==> src/multi_deque_manager_assert.svh <==
// assertion macros for the multi deque manager
// expects clk_i and rst_ni in the scope of the module that uses them
`ifndef MULTI_DEQUE_MANAGER_ASSERT_SVH
`define MULTI_DEQUE_MANAGER_ASSERT_SVH

// same-cycle implication
`define MDQ_ASSERT_IMP(lbl, ante, cons, msg) \
  lbl: assert property (@(posedge clk_i) disable iff (!rst_ni) (ante) |-> (cons)) \
    else $error(msg);

// next-cycle implication
`define MDQ_ASSERT_NXT(lbl, ante, cons, msg) \
  lbl: assert property (@(posedge clk_i) disable iff (!rst_ni) (ante) |=> (cons)) \
    else $error(msg);

`endif

==> src/mdq_pkg.sv <==
// shared constants, payload structs and controller/datapath command types
// for the multi deque manager; no dependencies
package mdq_pkg;

  localparam int NumQueues  = 16;
  localparam int QueueDepth = 64;
  localparam int MemDepth   = NumQueues * QueueDepth;

  localparam int QIdxW = $clog2(NumQueues);
  localparam int PtrW  = $clog2(QueueDepth);
  localparam int CntW  = $clog2(QueueDepth + 1);
  localparam int SumW  = CntW + 1;
  localparam int AddrW = $clog2(MemDepth);

  localparam logic [1:0] ReqPush  = 2'd0;
  localparam logic [1:0] ReqPop   = 2'd1;
  localparam logic [1:0] ReqMerge = 2'd2;

  localparam logic [1:0] StatusOk    = 2'd0;
  localparam logic [1:0] StatusEmpty = 2'd1;
  localparam logic [1:0] StatusFull  = 2'd2;

  typedef struct packed {
    logic [1:0]         req_type;
    logic [3:0]         queue_id;
    logic               end_sel;
    logic [3:0]         source_queue;
    logic               reverse_order;
    logic signed [31:0] push_value;
  } mdq_req_t;

  typedef struct packed {
    logic [1:0]         status;
    logic               has_data;
    logic signed [31:0] pop_value;
  } mdq_rsp_t;

  typedef enum logic [1:0] {
    ResOk,
    ResFull,
    ResEmpty,
    ResPop
  } res_e;

  typedef struct packed {
    logic load_req;
    logic load_b;
    logic ptr_rd_src;
    logic push_do;
    logic pop_do;
    logic mv_rd;
    logic mv_wr;
    logic wb_b;
    logic wb_a;
    logic out_load;
    res_e out_kind;
  } mdq_cmd_t;

  typedef struct packed {
    logic [1:0] req_kind;
    logic       bad_q;
    logic       bad_src;
    logic       a_full;
    logic       a_empty;
    logic       b_empty;
    logic       same_q;
    logic       overflow;
    logic       out_free;
  } mdq_stat_t;

endpackage

==> src/mdq_ctrl.sv <==
// controller state machine: sequences push, pop and merge requests
// depends on mdq_pkg
module mdq_ctrl (
  input  logic             clk_i,
  input  logic             rst_ni,
  input  logic             in_valid_i,
  output logic             in_ready_o,
  input  mdq_pkg::mdq_stat_t stat_i,
  output mdq_pkg::mdq_cmd_t  cmd_o
);
  import mdq_pkg::*;

  typedef enum logic [3:0] {
    StIdle,
    StExec,
    StPopWait,
    StMergeChk,
    StMoveRd,
    StMoveWr,
    StWbSrc,
    StWbDst,
    StResp
  } state_e;

  state_e state_q, state_d;
  res_e   res_q, res_d;
  logic   fin;
  res_e   fin_res;

  always_comb begin
    cmd_o      = '0;
    state_d    = state_q;
    res_d      = res_q;
    in_ready_o = 1'b0;
    fin        = 1'b0;
    fin_res    = ResOk;
    unique case (state_q)
      StIdle: begin
        in_ready_o = 1'b1;
        if (in_valid_i) begin
          cmd_o.load_req = 1'b1;
          state_d        = StExec;
        end
      end
      StExec: begin
        case (stat_i.req_kind)
          ReqPush: begin
            fin = 1'b1;
            if (stat_i.bad_q || stat_i.a_full) begin
              fin_res = ResFull;
            end else begin
              cmd_o.push_do = 1'b1;
            end
          end
          ReqPop: begin
            if (stat_i.bad_q || stat_i.a_empty) begin
              fin     = 1'b1;
              fin_res = ResEmpty;
            end else begin
              cmd_o.pop_do = 1'b1;
              state_d      = StPopWait;
            end
          end
          ReqMerge: begin
            if (stat_i.bad_q || stat_i.bad_src) begin
              fin     = 1'b1;
              fin_res = ResFull;
            end else if (stat_i.same_q) begin
              fin = 1'b1;
            end else begin
              cmd_o.ptr_rd_src = 1'b1;
              cmd_o.load_b     = 1'b1;
              state_d          = StMergeChk;
            end
          end
          default: fin = 1'b1;
        endcase
      end
      StPopWait: begin
        fin     = 1'b1;
        fin_res = ResPop;
      end
      StMergeChk: begin
        if (stat_i.overflow) begin
          fin     = 1'b1;
          fin_res = ResFull;
        end else begin
          state_d = StMoveRd;
        end
      end
      StMoveRd: begin
        if (stat_i.b_empty) begin
          state_d = StWbSrc;
        end else begin
          cmd_o.mv_rd = 1'b1;
          state_d     = StMoveWr;
        end
      end
      StMoveWr: begin
        cmd_o.mv_wr = 1'b1;
        state_d     = StMoveRd;
      end
      StWbSrc: begin
        cmd_o.wb_b = 1'b1;
        state_d    = StWbDst;
      end
      StWbDst: begin
        cmd_o.wb_a = 1'b1;
        fin        = 1'b1;
      end
      StResp: begin
        if (stat_i.out_free) begin
          cmd_o.out_load = 1'b1;
          cmd_o.out_kind = res_q;
          state_d        = StIdle;
        end
      end
      default: state_d = StIdle;
    endcase

    // hand the result over now, or park it until the output frees up
    if (fin) begin
      if (stat_i.out_free) begin
        cmd_o.out_load = 1'b1;
        cmd_o.out_kind = fin_res;
        state_d        = StIdle;
      end else begin
        res_d   = fin_res;
        state_d = StResp;
      end
    end
  end

  always_ff @(posedge clk_i or negedge rst_ni) begin
    if (!rst_ni) begin
      state_q <= StIdle;
      res_q   <= ResOk;
    end else begin
      state_q <= state_d;
      res_q   <= res_d;
    end
  end

endmodule

==> config.mk <==
export PLATFORM = sky130hd
export DESIGN_NAME = mdq_ctrl
export DESIGN_NICKNAME = d
export VERILOG_FILES = /design/src/multi_deque_manager_assert.svh /design/src/mdq_pkg.sv /design/src/mdq_ctrl.sv
export SDC_FILE = /design/constraint.sdc
export NUM_CORES = 1
export LEC_CHECK = 0
export ABC_CLOCK_PERIOD_IN_PS = 2200
export BUFFER_PORTS_ARGS = -buffer_cell sky130_fd_sc_hd__buf_2
export CAP_MARGIN = 5
export CORE_MARGIN = 5
export CORE_UTILIZATION = 45
export DETAILED_ROUTE_END_ITERATION = 10
export PLACE_DENSITY = 0.76
export SYNTH_ARGS = -nofsm -noshare
export SYNTH_HDL_FRONTEND = slang
export SYNTH_SLANG_ARGS = --single-unit
==> constraint.sdc <==
create_clock -name clk_i -period 2.2 [get_ports clk_i]
set_clock_uncertainty 0.2 [all_clocks]
set_input_delay 0.33 -clock clk_i [delete_from_list [all_inputs] [get_ports clk_i]]
set_output_delay 0.33 -clock clk_i [all_outputs]
set_load 0.005 [all_outputs]
==> results_tabular.tex, run 1 <==
\begin{tabular}{lr}
\hline
Metric & Value \\
\hline
\multicolumn{2}{l}{\textbf{Route}} \\
\quad Routed WL per cell & 14.1 microns \\
\quad Remaining DRCs & 0 \\
\quad Drt first-iter violations & 19 \\
\quad Total iterations of the first detailed-routing run & 4 \\
\quad M1 WL & 655 microns \\
\quad Vias & between 700 and 800 \\
\quad Number of nets with antenna violations after detailed routing & 0 \\
\quad Detail-routed via count per cell & between 5 and 6 \\
\quad Highest metal used & met4 \\
\quad Routed length on met2 & between 800 and 900 microns \\
\quad Length of routed met3 wiring & approximately 150 microns \\
\quad Total routed wirelength & around 1800 microns \\
\multicolumn{2}{l}{\textbf{Global routing}} \\
\quad GRT Total Usage & 19.5\% \\
\quad Gr ovfl total & 0 \\
\quad Global-route wire length before repair & 2950 microns \\
\quad Vias in the first global route & between 600 and 700 \\
\quad Maximum number of pins on one net before global-route repair & 12 \\
\quad Initial antenna violation count & 0 \\
\multicolumn{2}{l}{\textbf{Synthesis}} \\
\quad Net count of the mapped netlist & 93 \\
\quad Synth top area cells & sky130\_fd\_sc\_hd\_\_dfrtp\_1 (25\%), sky130\_fd\_sc\_hd\_\_ha\_1 (8.2\%), sky130\_fd\_sc\_hd\_\_mux2i\_1 (4.9\%) \\
\quad Number of enable flip-flop cells after synthesis & 0 \\
\quad Number of library cell types mapped by synthesis & 29 \\
\quad Async SR Flop Fraction & 100\% \\
\quad Commonest cells in the netlist & sky130\_fd\_sc\_hd\_\_inv\_1 (7), sky130\_fd\_sc\_hd\_\_nand2\_1 (7), sky130\_fd\_sc\_hd\_\_nor2\_1 (7) \\
\quad Flops \& latches, synth & 6 \\
\quad Area share of the largest cell type after synthesis & 24.6\% \\
\quad Post-synthesis cell area & 611 sq um \\
\quad Avg Synthesized Cell Area & 8.03 sq um \\
\quad Cell type with the largest total area after synthesis & sky130\_fd\_sc\_hd\_\_dfrtp\_1 \\
\quad Warnings from Yosys & 0 \\
\quad Cell count after synthesis & 76 \\
\quad Most common flop cell mapped by yosys & sky130\_fd\_sc\_hd\_\_dfrtp\_1 \\
\quad Post-synthesis sequential area ratio & 24.6\% \\
\multicolumn{2}{l}{\textbf{Timing}} \\
\quad Final hold violation count & 0 \\
\quad Slew at the pin with the worst max-slew slack & 0.374 ns \\
\quad RSZ-0062 raised after global routing & yes \\
\quad Post-route fraction of the period consumed by the critical path & 108\% \\
\quad Number of pins exceeding their max-slew limit in the final report & 0 \\
\quad Crit path setup slack, layout & -0.187 ns \\
\quad Max Clock Freq & 0.419 GHz \\
\quad Max-slew headroom & 74.9\% \\
\quad Min Clock Period, post-route & roughly 2.4 ns \\
\quad Number of failing setup endpoints in the final timing report & 5 \\
\multicolumn{2}{l}{\textbf{Setup path}} \\
\quad Type of the worst setup path & flip-flop to output pin \\
\quad Crit path cell chain & or4b\_4, a31oi\_1, a31oi\_1, o32ai\_1, buf\_2 \\
\quad Start point of the critical path & state\_q[1]\$\_DFFE\_PN0P\_ \\
\quad Combined buffer and inverter count along the critical path & 1 \\
\quad Largest driver fanout on the critical path & 3 \\
\quad Kind of capture point of the worst setup path & output pin \\
\quad Startpoint Class & flip-flop \\
\quad Family with the most delay on the worst path & simple AND/OR/NAND/NOR gates \\
\quad Most frequent cell on the critical path & sky130\_fd\_sc\_hd\_\_a31oi\_1 \\
\quad Worst EP required & 1.67 ns \\
\quad Critical Path Max Stage Delay & 0.51 ns \\
\quad Cell with the largest stage delay on the worst path & sky130\_fd\_sc\_hd\_\_or4b\_4 \\
\quad Critical Path AT & between 1.5 and 2 ns \\
\quad Reg-to-reg startpoint & state\_q[1]\$\_DFFE\_PN0P\_ \\
\multicolumn{2}{l}{\textbf{Power and ir drop}} \\
\quad Leakage component of the power & 0.430 nW \\
\quad Worst supply voltage drop on vdd & 0.665 mV \\
\quad Total chip power & between 0.0009 and 0.001 W \\
\quad Total power per unit cell area & 1050 mW/mm\^{}2 \\
\multicolumn{2}{l}{\textbf{Floorplan}} \\
\quad Die width & roughly 47 microns \\
\quad Die outline height & 46.8 microns \\
\quad I/O pin count & 26 \\
\quad Initial Util & a little under half \\
\quad Placeable core area & 0.00128 sq mm \\
\quad Number of standard-cell rows in the floorplan & 13 \\
\quad Die Area & 0.00219 sq mm \\
\multicolumn{2}{l}{\textbf{Clock network}} \\
\quad Clock input transition at the sequential cells of the worst setup and hold paths & 0.05 ns \\
\quad Insertion delay to the later sink of the worst-skew pair & 0.26 ns \\
\quad CTS buffer count & 3 \\
\quad H-tree level count & 1 \\
\quad Buffer type at the clock tree root & sky130\_fd\_sc\_hd\_\_clkbuf\_4 \\
\quad Clock sinks & 6 \\
\quad Clock tree from TritonCTS & done \\
\quad Number of buffers on the longest clock path & 2 \\
\multicolumn{2}{l}{\textbf{Final layout}} \\
\quad Number of antenna cells inserted & 0 \\
\quad Final standard cell utilization of the core & 67.0\% \\
\quad Fraction of layout instances using a drive strength above 1 & 44.0\% \\
\quad Filler-free cell count of the finished design & 124 \\
\quad Total number of nets in the final design & roughly 130 \\
\quad Signed area change from the synthesized netlist to the final layout & 41.0\% \\
\multicolumn{2}{l}{\textbf{Job}} \\
\quad Max-cap violations & 0 \\
\multicolumn{2}{l}{\textbf{Place}} \\
\quad Input/output buffers & 25 \\
\quad HPWL reported at the end of detailed placement & 1310 microns \\
\quad GPL Wtd Cong & just over 0.8 \\
\quad Number of placed instances, taps included & 117 \\
\multicolumn{2}{l}{\textbf{Outcome}} \\
\quad Violations in the final reports & setup timing \\
\quad Outcome & complete, but fails checks \\
\multicolumn{2}{l}{\textbf{Hold path}} \\
\quad Worst min-delay path category & input pin to flip-flop \\
\quad Origin of the worst min-delay path & stat\_i[0] \\
\hline
\end{tabular}
[metal layers]
| layer | track usage [%] | vias up |
|---|---|---|
| met3 | 6.90 | 10 |
| met1 | 21.5 | 321 |
| met4 | 10.5 | 0 |
| met2 | 32.5 | 40 |
| met5 | 0 | - |
| li1 | - | 340 |
[flip-flops by register name, summed over array words and instances, names as in the netlist]
| register | cells |
|---|---|
| state_q | 4 |
| res_q | 2 |
[placed cells by master, fill, tap and decap left out]
master,instances
sky130_fd_sc_hd__inv_1,7
sky130_fd_sc_hd__a21oi_1,4
sky130_fd_sc_hd__nor3b_1,2
sky130_fd_sc_hd__o32ai_1,1
sky130_fd_sc_hd__mux2_2,1
sky130_fd_sc_hd__mux2i_1,3
sky130_fd_sc_hd__a41oi_2,1
sky130_fd_sc_hd__nand3_1,1
sky130_fd_sc_hd__nand2b_1,3
sky130_fd_sc_hd__buf_2,25
sky130_fd_sc_hd__nor3_4,1
sky130_fd_sc_hd__o21ai_0,4
sky130_fd_sc_hd__nor4b_4,1
sky130_fd_sc_hd__a31oi_1,3
sky130_fd_sc_hd__nor2_1,7
sky130_fd_sc_hd__a211oi_2,1
sky130_fd_sc_hd__dlygate4sd3_1,1
sky130_fd_sc_hd__nor4b_2,1
sky130_fd_sc_hd__a311oi_2,1
sky130_fd_sc_hd__a22oi_1,1
sky130_fd_sc_hd__ha_1,4
sky130_fd_sc_hd__clkbuf_4,3
sky130_fd_sc_hd__and2_1,1
sky130_fd_sc_hd__a211o_2,1
sky130_fd_sc_hd__dfrtp_1,6
sky130_fd_sc_hd__a21oi_2,1
sky130_fd_sc_hd__nand2_1,7
sky130_fd_sc_hd__nor3_1,2
sky130_fd_sc_hd__buf_4,10
sky130_fd_sc_hd__nor4_1,2
sky130_fd_sc_hd__or4b_4,1
sky130_fd_sc_hd__o31ai_1,1
sky130_fd_sc_hd__nand3b_1,1
[area by class of cell]
type	count	area (sq um)
Timing Repair Buffer	36	210
Inverter	7	26.3
Multi-Input combinational cell	57	433
Clock buffer	3	22.5
Fill cell	107	424
Tap cell	15	18.8
Sequential cell	6	150
[where the power goes]
group	switching, W	internal (W)	leakage [nW]
Sequential	0.0000258	0.000153	0.0785
Combinational	0.000322	0.000293	0.338
Clock	0.0000456	0.0000621	0.0138
Total	0.000394	0.000508	0.430
[repair_timing]
item / 4_1_cts / 5_1_grt
buffers inserted: 2 / 1
pin swaps: 1 / 0
gates resized for setup: 6 / 2
endpoints found under the hold margin: 6 / 0
hold buffers: 1 / 0
endpoints found under the setup margin: 6 / 7
[worst paths after layout]
check / endpoint / slack, ns / cells past startpoint
min: state_q[3]$_DFFE_PN0P_ / 0.11 / 2
max reg2reg: state_q[0]$_DFFE_PN0P_ / 0.18 / 7
min in group asynchronous: state_q[1]$_DFFE_PN0P_ / 0.23 / 2
min reg2reg: res_q[1]$_DFFE_PN0P_ / 0.33 / 2
max in group asynchronous: state_q[2]$_DFFE_PN0P_ / 1.41 / 2
max: cmd_o[0] / -0.19 / 5
[stage by stage]
step | setup TNS (ns) | setup slack, ns | hold slack, ns | instance area (sq um)
after floorplan | 0 | 0.0273 | -0.166 | 611
after global placement | 0 | 0.122 | -0.0417 | 761
after detailed placement | 0 | 0.0666 | -0.0331 | 761
after CTS | -0.370 | -0.164 | 0.0996 | 838
after global routing | -1.02 | -0.255 | 0.117 | 861
final | -0.474 | -0.187 | 0.106 | 861
[cells by family (layout without fill, tap and decap cells)]
group / Yosys count / in the layout / synth area share (%)
simple gates: 30 / 30 / 26.2
compound gates: 19 / 19 / 22.3
buf+inv: 13 / 46 / 11.9
flops: 6 / 6 / 24.6
fa+ha+maj: 4 / 4 / 8.20
mux: 4 / 4 / 6.76
No activity file was read; power rests on OpenSTA's default activity.
==> inputs of run 2 (changes only) <==
ABC_CLOCK_PERIOD_IN_PS = 2009   (was 2200)
CORE_UTILIZATION = 41   (was 45)
PLACE_DENSITY = 0.73   (was 0.76)
clock period = 2.01 ns   (was 2.2 ns; I/O delays follow)
==> run 2 against run 1 <==
  * Clock-buffer cell count unchanged
  * Hold slack got worse by 0.026 ns
  * Core utilization shrank 4.9 points
  * Flip-flop and latch count did not move
  * Highest routed layer is now met3
  * Combinational power grew 13%
  * The flow still finishes with violations (setup timing)
  * Largest cell class unchanged
==> results_tabular.tex, run 2 (synthesized netlist as in run 1, its figures left out) <==
\begin{tabular}{lr}
\hline
Metric & Value \\
\hline
\multicolumn{2}{l}{\textbf{Final layout}} \\
\quad Most flops, register & state\_q \\
\quad Signed area change from the synthesized netlist to the final layout & 48.0\% \\
\quad Most frequent cells in the layout & sky130\_fd\_sc\_hd\_\_buf\_2 (25), sky130\_fd\_sc\_hd\_\_buf\_4 (9), sky130\_fd\_sc\_hd\_\_inv\_1 (7), sky130\_fd\_sc\_hd\_\_nand2\_1 (7), sky130\_fd\_sc\_hd\_\_nor2\_1 (7) \\
\quad Commonest non-fill, non-tap cell in the layout & sky130\_fd\_sc\_hd\_\_buf\_2 \\
\quad Post-layout instance area & 903 sq um \\
\quad Fraction of layout instances using a drive strength above 1 & 48.6\% \\
\quad Filler-free cell count of the finished design & 125 \\
\quad Registers with the most flip-flops & state\_q (4), res\_q (2) \\
\quad Total number of nets in the final design & around 130 \\
\quad Flip-flop count of the largest register after layout & 4 \\
\quad Number of antenna cells inserted & 0 \\
\multicolumn{2}{l}{\textbf{Setup path}} \\
\quad Reg-to-reg startpoint & state\_q[3]\$\_DFFE\_PN0P\_ \\
\quad Capture point of the critical path & cmd\_o[0] \\
\quad Startpoint Class & flip-flop \\
\quad Critical Path AT & about 1.9 ns \\
\quad R2r setup slk & 0.06 ns \\
\quad Depth of the worst register-to-register path & 5 \\
\quad Kind of capture point of the worst setup path & output pin \\
\quad Crit Reg-Reg Endpoint & res\_q[0]\$\_DFFE\_PN0P\_ \\
\quad Start point of the critical path & state\_q[3]\$\_DFFE\_PN0P\_ \\
\quad Largest driver fanout on the critical path & 4 \\
\quad Worst EP required & 1.51 ns \\
\quad Type of the worst setup path & flip-flop to output pin \\
\multicolumn{2}{l}{\textbf{Floorplan}} \\
\quad Initial Util & 42.0\% \\
\quad Number of standard-cell rows in the floorplan & 14 \\
\quad Die Area & 0.00236 sq mm \\
\quad Placeable core area & between 0.001 and 0.0015 sq mm \\
\quad Die outline height & about 49 microns \\
\quad I/O pin count & 26 \\
\quad Die width & around 50 microns \\
\multicolumn{2}{l}{\textbf{Clock network}} \\
\quad Number of buffers on the longest clock path & 2 \\
\quad CTS buffer count & 3 \\
\quad Buffer type at the clock tree root & sky130\_fd\_sc\_hd\_\_clkbuf\_4 \\
\quad H-tree level count & 1 \\
\quad Clock tree from TritonCTS & done \\
\quad Clock input transition at the sequential cells of the worst setup and hold paths & $\sim$0.050 ns \\
\quad Insertion delay to the later sink of the worst-skew pair & 0.24 ns \\
\quad Clock sinks & 6 \\
\multicolumn{2}{l}{\textbf{Route}} \\
\quad Vias & 693 \\
\quad Remaining DRCs & 0 \\
\quad Total iterations of the first detailed-routing run & 4 \\
\quad Number of nets with antenna violations after detailed routing & 0 \\
\quad Total routed wirelength & between 1500 and 2000 microns \\
\quad Routed WL per cell & 13.7 microns \\
\quad Drt first-iter violations & 25 \\
\quad Detail-routed via count per cell & 5.54 \\
\multicolumn{2}{l}{\textbf{Global routing}} \\
\quad Gr ovfl total & 0 \\
\quad Maximum number of pins on one net before global-route repair & 12 \\
\quad GRT Total Usage & 13.4\% \\
\quad Global-route wire length before repair & about 2600 microns \\
\quad Initial antenna violation count & 0 \\
\quad Vias in the first global route & 595 \\
\multicolumn{2}{l}{\textbf{Timing}} \\
\quad Crit path setup slack, layout & -0.394 ns \\
\quad Max Clock Freq & roughly 0.42 GHz \\
\quad Post-route fraction of the period consumed by the critical path & 120\% \\
\quad Slew at the pin with the worst max-slew slack & 0.547 ns \\
\quad Number of pins exceeding their max-slew limit in the final report & 0 \\
\quad Final hold violation count & 0 \\
\quad Max-slew headroom & 63.3\% \\
\quad RSZ-0062 raised after global routing & yes \\
\quad Number of failing setup endpoints in the final timing report & 6 \\
\quad Min Clock Period, post-route & 2.40 ns \\
\multicolumn{2}{l}{\textbf{Outcome}} \\
\quad Violations in the final reports & setup timing \\
\quad Outcome & complete, but fails checks \\
\multicolumn{2}{l}{\textbf{Power and ir drop}} \\
\quad Total chip power & 0.000992 W \\
\quad Leakage component of the power & 0.432 nW \\
\quad Total power per unit cell area & roughly 1100 mW/mm\^{}2 \\
\quad Worst supply voltage drop on vdd & $\sim$0.75 mV \\
\multicolumn{2}{l}{\textbf{Job}} \\
\quad Max-cap violations & 0 \\
\multicolumn{2}{l}{\textbf{Place}} \\
\quad Worst setup slack before clock tree synthesis & -0.203 ns \\
\quad HPWL reported at the end of detailed placement & approximately 1300 microns \\
\quad GPL Wtd Cong & between 0.9 and 1 \\
\quad Input/output buffers & 25 \\
\quad Number of placed instances, taps included & 120 \\
\quad Placed standard-cell area & 782 sq um \\
\multicolumn{2}{l}{\textbf{Hold path}} \\
\quad Worst min-delay path category & input pin to flip-flop \\
\quad Depth of the worst hold-timing path & 2 \\
\hline
\end{tabular}
## run 2: cell counts in the layout (fill, tap and decap cells not counted)
Identical to the previous run, type by type.
## run 2: worst min path at each step
stage                    from                     end  slack (ns)
floorplan              rst_ni    res_q[0]$_DFFE_PN0P_       -0.19
global placement       rst_ni    res_q[1]$_DFFE_PN0P_       -0.07
detailed placement     rst_ni    res_q[1]$_DFFE_PN0P_       -0.07
CTS                 stat_i[0]  state_q[3]$_DFFE_PN0P_        0.07
global route        stat_i[0]  state_q[3]$_DFFE_PN0P_        0.07
finish              stat_i[0]  state_q[3]$_DFFE_PN0P_        0.08
## run 2: layer usage
layer	global-route usage [%]	wire (microns)	up-vias
met5	0	0	-
met4	2.69	0	0
met2	19.6	852	19
met1	18.8	760	332
met3	4.91	98	0
li1	-	-	342
## run 2: per-stage QoR
step / util [%] / hold WS, ns / TNS (ns)
3_5_place_dp: 53.8 / -0.0697 / -0.303
3_3_place_gp: 53.8 / -0.0733 / -0.140
2_1_floorplan: - / -0.194 / -0.196
6_report: 62.1 / 0.0797 / -1.35
5_1_grt: 62.1 / 0.0720 / -1.71
4_1_cts: 59.6 / 0.0732 / -1.34
## run 2: timing repair
action,4_1_cts,5_1_grt
endpoints found under the setup margin,6,7
gates cloned,0,0
setup buffers,1,0
pin swaps,1,1
gates resized for setup,8,8
hold buffers,1,0
endpoints found under the hold margin,6,0
## run 2: where the power goes
part	leakage [nW]	switching (W)	internal [W]
Clock	0.0138	0.0000409	0.0000674
Sequential	0.0785	0.0000243	0.000167
Combinational	0.340	0.000377	0.000315
## run 2: area by class of cell
class	count	area, sq um
fill	125	551
clock buffer	3	22.5
multi-input combinational	57	470
inverter	7	26.3
tap	16	20.0
timing repair buffer	36	214
sequential	6	150
## run 2: worst max-delay path: stages, from the launching register on
cell and delay, ns:
sky130_fd_sc_hd__dfrtp_1 0.37, sky130_fd_sc_hd__or4b_4 0.58, sky130_fd_sc_hd__a211oi_2 0.19, sky130_fd_sc_hd__a31oi_1 0.10, sky130_fd_sc_hd__o32ai_2 0.26, sky130_fd_sc_hd__buf_2 0.15
==> inputs of run 3 (changes only) <==
CELL_PAD_IN_SITES_DETAIL_PLACEMENT = 0   (was unset)
CELL_PAD_IN_SITES_GLOBAL_PLACEMENT = 1   (was unset)
CORE_UTILIZATION = 29   (was 41)
TNS_END_PERCENT = 30   (was unset)
==> run 3 against run 2 <==
  * The flow still finishes with violations (setup timing)
  * Setup slack improved by 0.070 ns
  * Final area shrank 2.8%
  * Largest power group unchanged
  * Flip-flop and latch count unchanged
  * Hold slack got worse by 0.0010 ns
  * Clock-buffer cell count did not move
==> results_tabular.tex, run 3 (synthesized netlist as in run 1, its figures left out) <==
\begin{tabular}{lr}
\hline
Metric & Value \\
\hline
\multicolumn{2}{l}{\textbf{Outcome}} \\
\quad Outcome & complete, but fails checks \\
\quad Violations in the final reports & setup timing \\
\multicolumn{2}{l}{\textbf{Place}} \\
\quad Worst setup slack before clock tree synthesis & -0.0978 ns \\
\quad Number of placed instances, taps included & around 130 \\
\quad GPL Wtd Cong & 0.777 \\
\quad HPWL reported at the end of detailed placement & around 1300 microns \\
\quad Input/output buffers & 25 \\
\multicolumn{2}{l}{\textbf{Floorplan}} \\
\quad Initial Util & a little under a third \\
\quad Die outline height & 55.9 microns \\
\quad I/O pin count & 26 \\
\quad Die Area & 0.00312 sq mm \\
\quad Number of standard-cell rows in the floorplan & 16 \\
\quad Die width & 55.9 microns \\
\quad Placeable core area & 0.00198 sq mm \\
\multicolumn{2}{l}{\textbf{Global routing}} \\
\quad GRT Total Usage & 10.5\% \\
\quad Gr ovfl total & 0 \\
\quad Vias in the first global route & 642 \\
\quad Global-route wire length before repair & 2730 microns \\
\quad Maximum number of pins on one net before global-route repair & 12 \\
\quad Initial antenna violation count & 0 \\
\multicolumn{2}{l}{\textbf{Setup path}} \\
\quad Worst EP required & 1.51 ns \\
\quad Critical Path AT & 1.83 ns \\
\quad Crit path cell chain & or4b\_4, a211oi\_2, a31oi\_1, o32ai\_1, buf\_2 \\
\quad Cell with the largest stage delay on the worst path & sky130\_fd\_sc\_hd\_\_or4b\_4 \\
\quad Start point of the critical path & state\_q[3]\$\_DFFE\_PN0P\_ \\
\quad Critical Path Max Stage Delay & $\sim$0.56 ns \\
\quad Kind of capture point of the worst setup path & output pin \\
\quad Startpoint Class & flip-flop \\
\quad Largest driver fanout on the critical path & 3 \\
\quad Type of the worst setup path & flip-flop to output pin \\
\quad Depth of the worst register-to-register path & 5 \\
\quad Reg-to-reg startpoint & state\_q[3]\$\_DFFE\_PN0P\_ \\
\multicolumn{2}{l}{\textbf{Job}} \\
\quad Max-cap violations & 0 \\
\multicolumn{2}{l}{\textbf{Route}} \\
\quad Number of nets with antenna violations after detailed routing & 0 \\
\quad Detail-routed via count per cell & 4.82 \\
\quad Remaining DRCs & 0 \\
\quad Total iterations of the first detailed-routing run & 3 \\
\quad Vias & 655 \\
\quad Drt first-iter violations & 7 \\
\quad Total routed wirelength & 1590 microns \\
\quad Routed WL per cell & 11.7 microns \\
\multicolumn{2}{l}{\textbf{Hold path}} \\
\quad Origin of the worst min-delay path & stat\_i[0] \\
\quad Worst min-delay path category & input pin to flip-flop \\
\quad Depth of the worst hold-timing path & 2 \\
\multicolumn{2}{l}{\textbf{Final layout}} \\
\quad Fraction of layout instances using a drive strength above 1 & 45.9\% \\
\quad Number of filler instances in the final layout & 208 \\
\quad Number of antenna cells inserted & 0 \\
\quad Most flops, register & state\_q \\
\quad Final standard cell utilization of the core & 44.3\% \\
\quad Flip-flop count of the largest register after layout & 4 \\
\quad Registers with the most flip-flops & state\_q (4), res\_q (2) \\
\quad Filler-free cell count of the finished design & 136 \\
\quad Signed area change from the synthesized netlist to the final layout & 43.9\% \\
\quad Most frequent cells in the layout & sky130\_fd\_sc\_hd\_\_buf\_2 (25), sky130\_fd\_sc\_hd\_\_buf\_4 (10), sky130\_fd\_sc\_hd\_\_inv\_1 (7), sky130\_fd\_sc\_hd\_\_nand2\_1 (7), sky130\_fd\_sc\_hd\_\_nor2\_1 (7) \\
\quad Total number of nets in the final design & 128 \\
\quad Commonest non-fill, non-tap cell in the layout & sky130\_fd\_sc\_hd\_\_buf\_2 \\
\multicolumn{2}{l}{\textbf{Timing}} \\
\quad Final hold violation count & 0 \\
\quad RSZ-0062 raised after global routing & yes \\
\quad Crit path setup slack, layout & -0.323 ns \\
\quad Number of pins exceeding their max-slew limit in the final report & 0 \\
\quad Max Clock Freq & 0.429 GHz \\
\quad Min Clock Period, post-route & 2.33 ns \\
\quad Number of failing setup endpoints in the final timing report & 6 \\
\quad Aggregate negative setup slack & -1.18 ns \\
\quad Worst hold-check slack & 0.0787 ns \\
\quad Slew at the pin with the worst max-slew slack & 0.380 ns \\
\quad Max-slew headroom & roughly three quarters \\
\quad Post-route fraction of the period consumed by the critical path & 116\% \\
\multicolumn{2}{l}{\textbf{Power and ir drop}} \\
\quad Total power per unit cell area & roughly 1100 mW/mm\^{}2 \\
\quad Leakage component of the power & 0.429 nW \\
\quad Worst supply voltage drop on vdd & 0.618 mV \\
\multicolumn{2}{l}{\textbf{Clock network}} \\
\quad CTS buffer count & 3 \\
\quad Insertion delay to the later sink of the worst-skew pair & 0.24 ns \\
\quad H-tree level count & 1 \\
\quad Clock sinks & 6 \\
\quad Clock input transition at the sequential cells of the worst setup and hold paths & 0.04 ns \\
\quad Number of buffers on the longest clock path & 2 \\
\quad Clock tree from TritonCTS & done \\
\quad Buffer type at the clock tree root & sky130\_fd\_sc\_hd\_\_clkbuf\_4 \\
\hline
\end{tabular}
[run 3: critical path, delay by kind of cell, from the launching register on]
family                 cells  cell delay, ns
AND/OR/NAND/NOR            1            0.56
flip-flops                 1            0.37
AO/OA/AOI/OAI              3            0.51
buffers and inverters      1            0.15
[run 3: what timing repair did]
item | CTS | global route
buffers inserted | 0 | 0
setup endpoints to repair | 7 | 9
gates resized for setup | 6 | 4
pin swaps | 1 | 3
hold buffers | 1 | 0
endpoints found under the hold margin | 6 | 0
[run 3: through the flow]
stage          total power, W  area, sq um
6_report             0.000931          878
4_1_cts              0.000919          862
2_1_floorplan        0.000615          622
3_5_place_dp         0.000778          803
5_1_grt               0.00103          878
3_3_place_gp         0.000771          803
[run 3: per-layer routing]
layer  GRT usage (%)  wire length (microns)  vias up
met5               0                      0        -
met4            4.07                     10        0
met3            2.78                     62        2
met2            16.7                    757       12
met1            13.5                    756      301
li1                -                      -      340
[run 3: worst paths after layout]
check                                         end  slack, ns
max                                      cmd_o[0]      -0.32
min                        state_q[3]$_DFFE_PN0P_       0.08
max in group asynchronous    res_q[1]$_DFFE_PN0P_       1.26
min reg2reg                  res_q[0]$_DFFE_PN0P_       0.33
min in group asynchronous  state_q[2]$_DFFE_PN0P_       0.21
max reg2reg                  res_q[0]$_DFFE_PN0P_       0.13
[run 3: report_power, final]
group          switching, W  total, W  leakage, nW  internal, W
Sequential        0.0000213  0.000188       0.0785     0.000167
Clock             0.0000385  0.000106       0.0138    0.0000672
Combinational      0.000344  0.000637        0.337     0.000293
[run 3: area by class of cell]
cell class                 count  area (sq um)  area share, %
multi-input combinational     57           435           49.6
inverter                       7          26.3           2.99
tap                           27          33.8           3.85
timing repair buffer          36           210           23.9
sequential                     6           150           17.1
clock buffer                   3          22.5           2.56
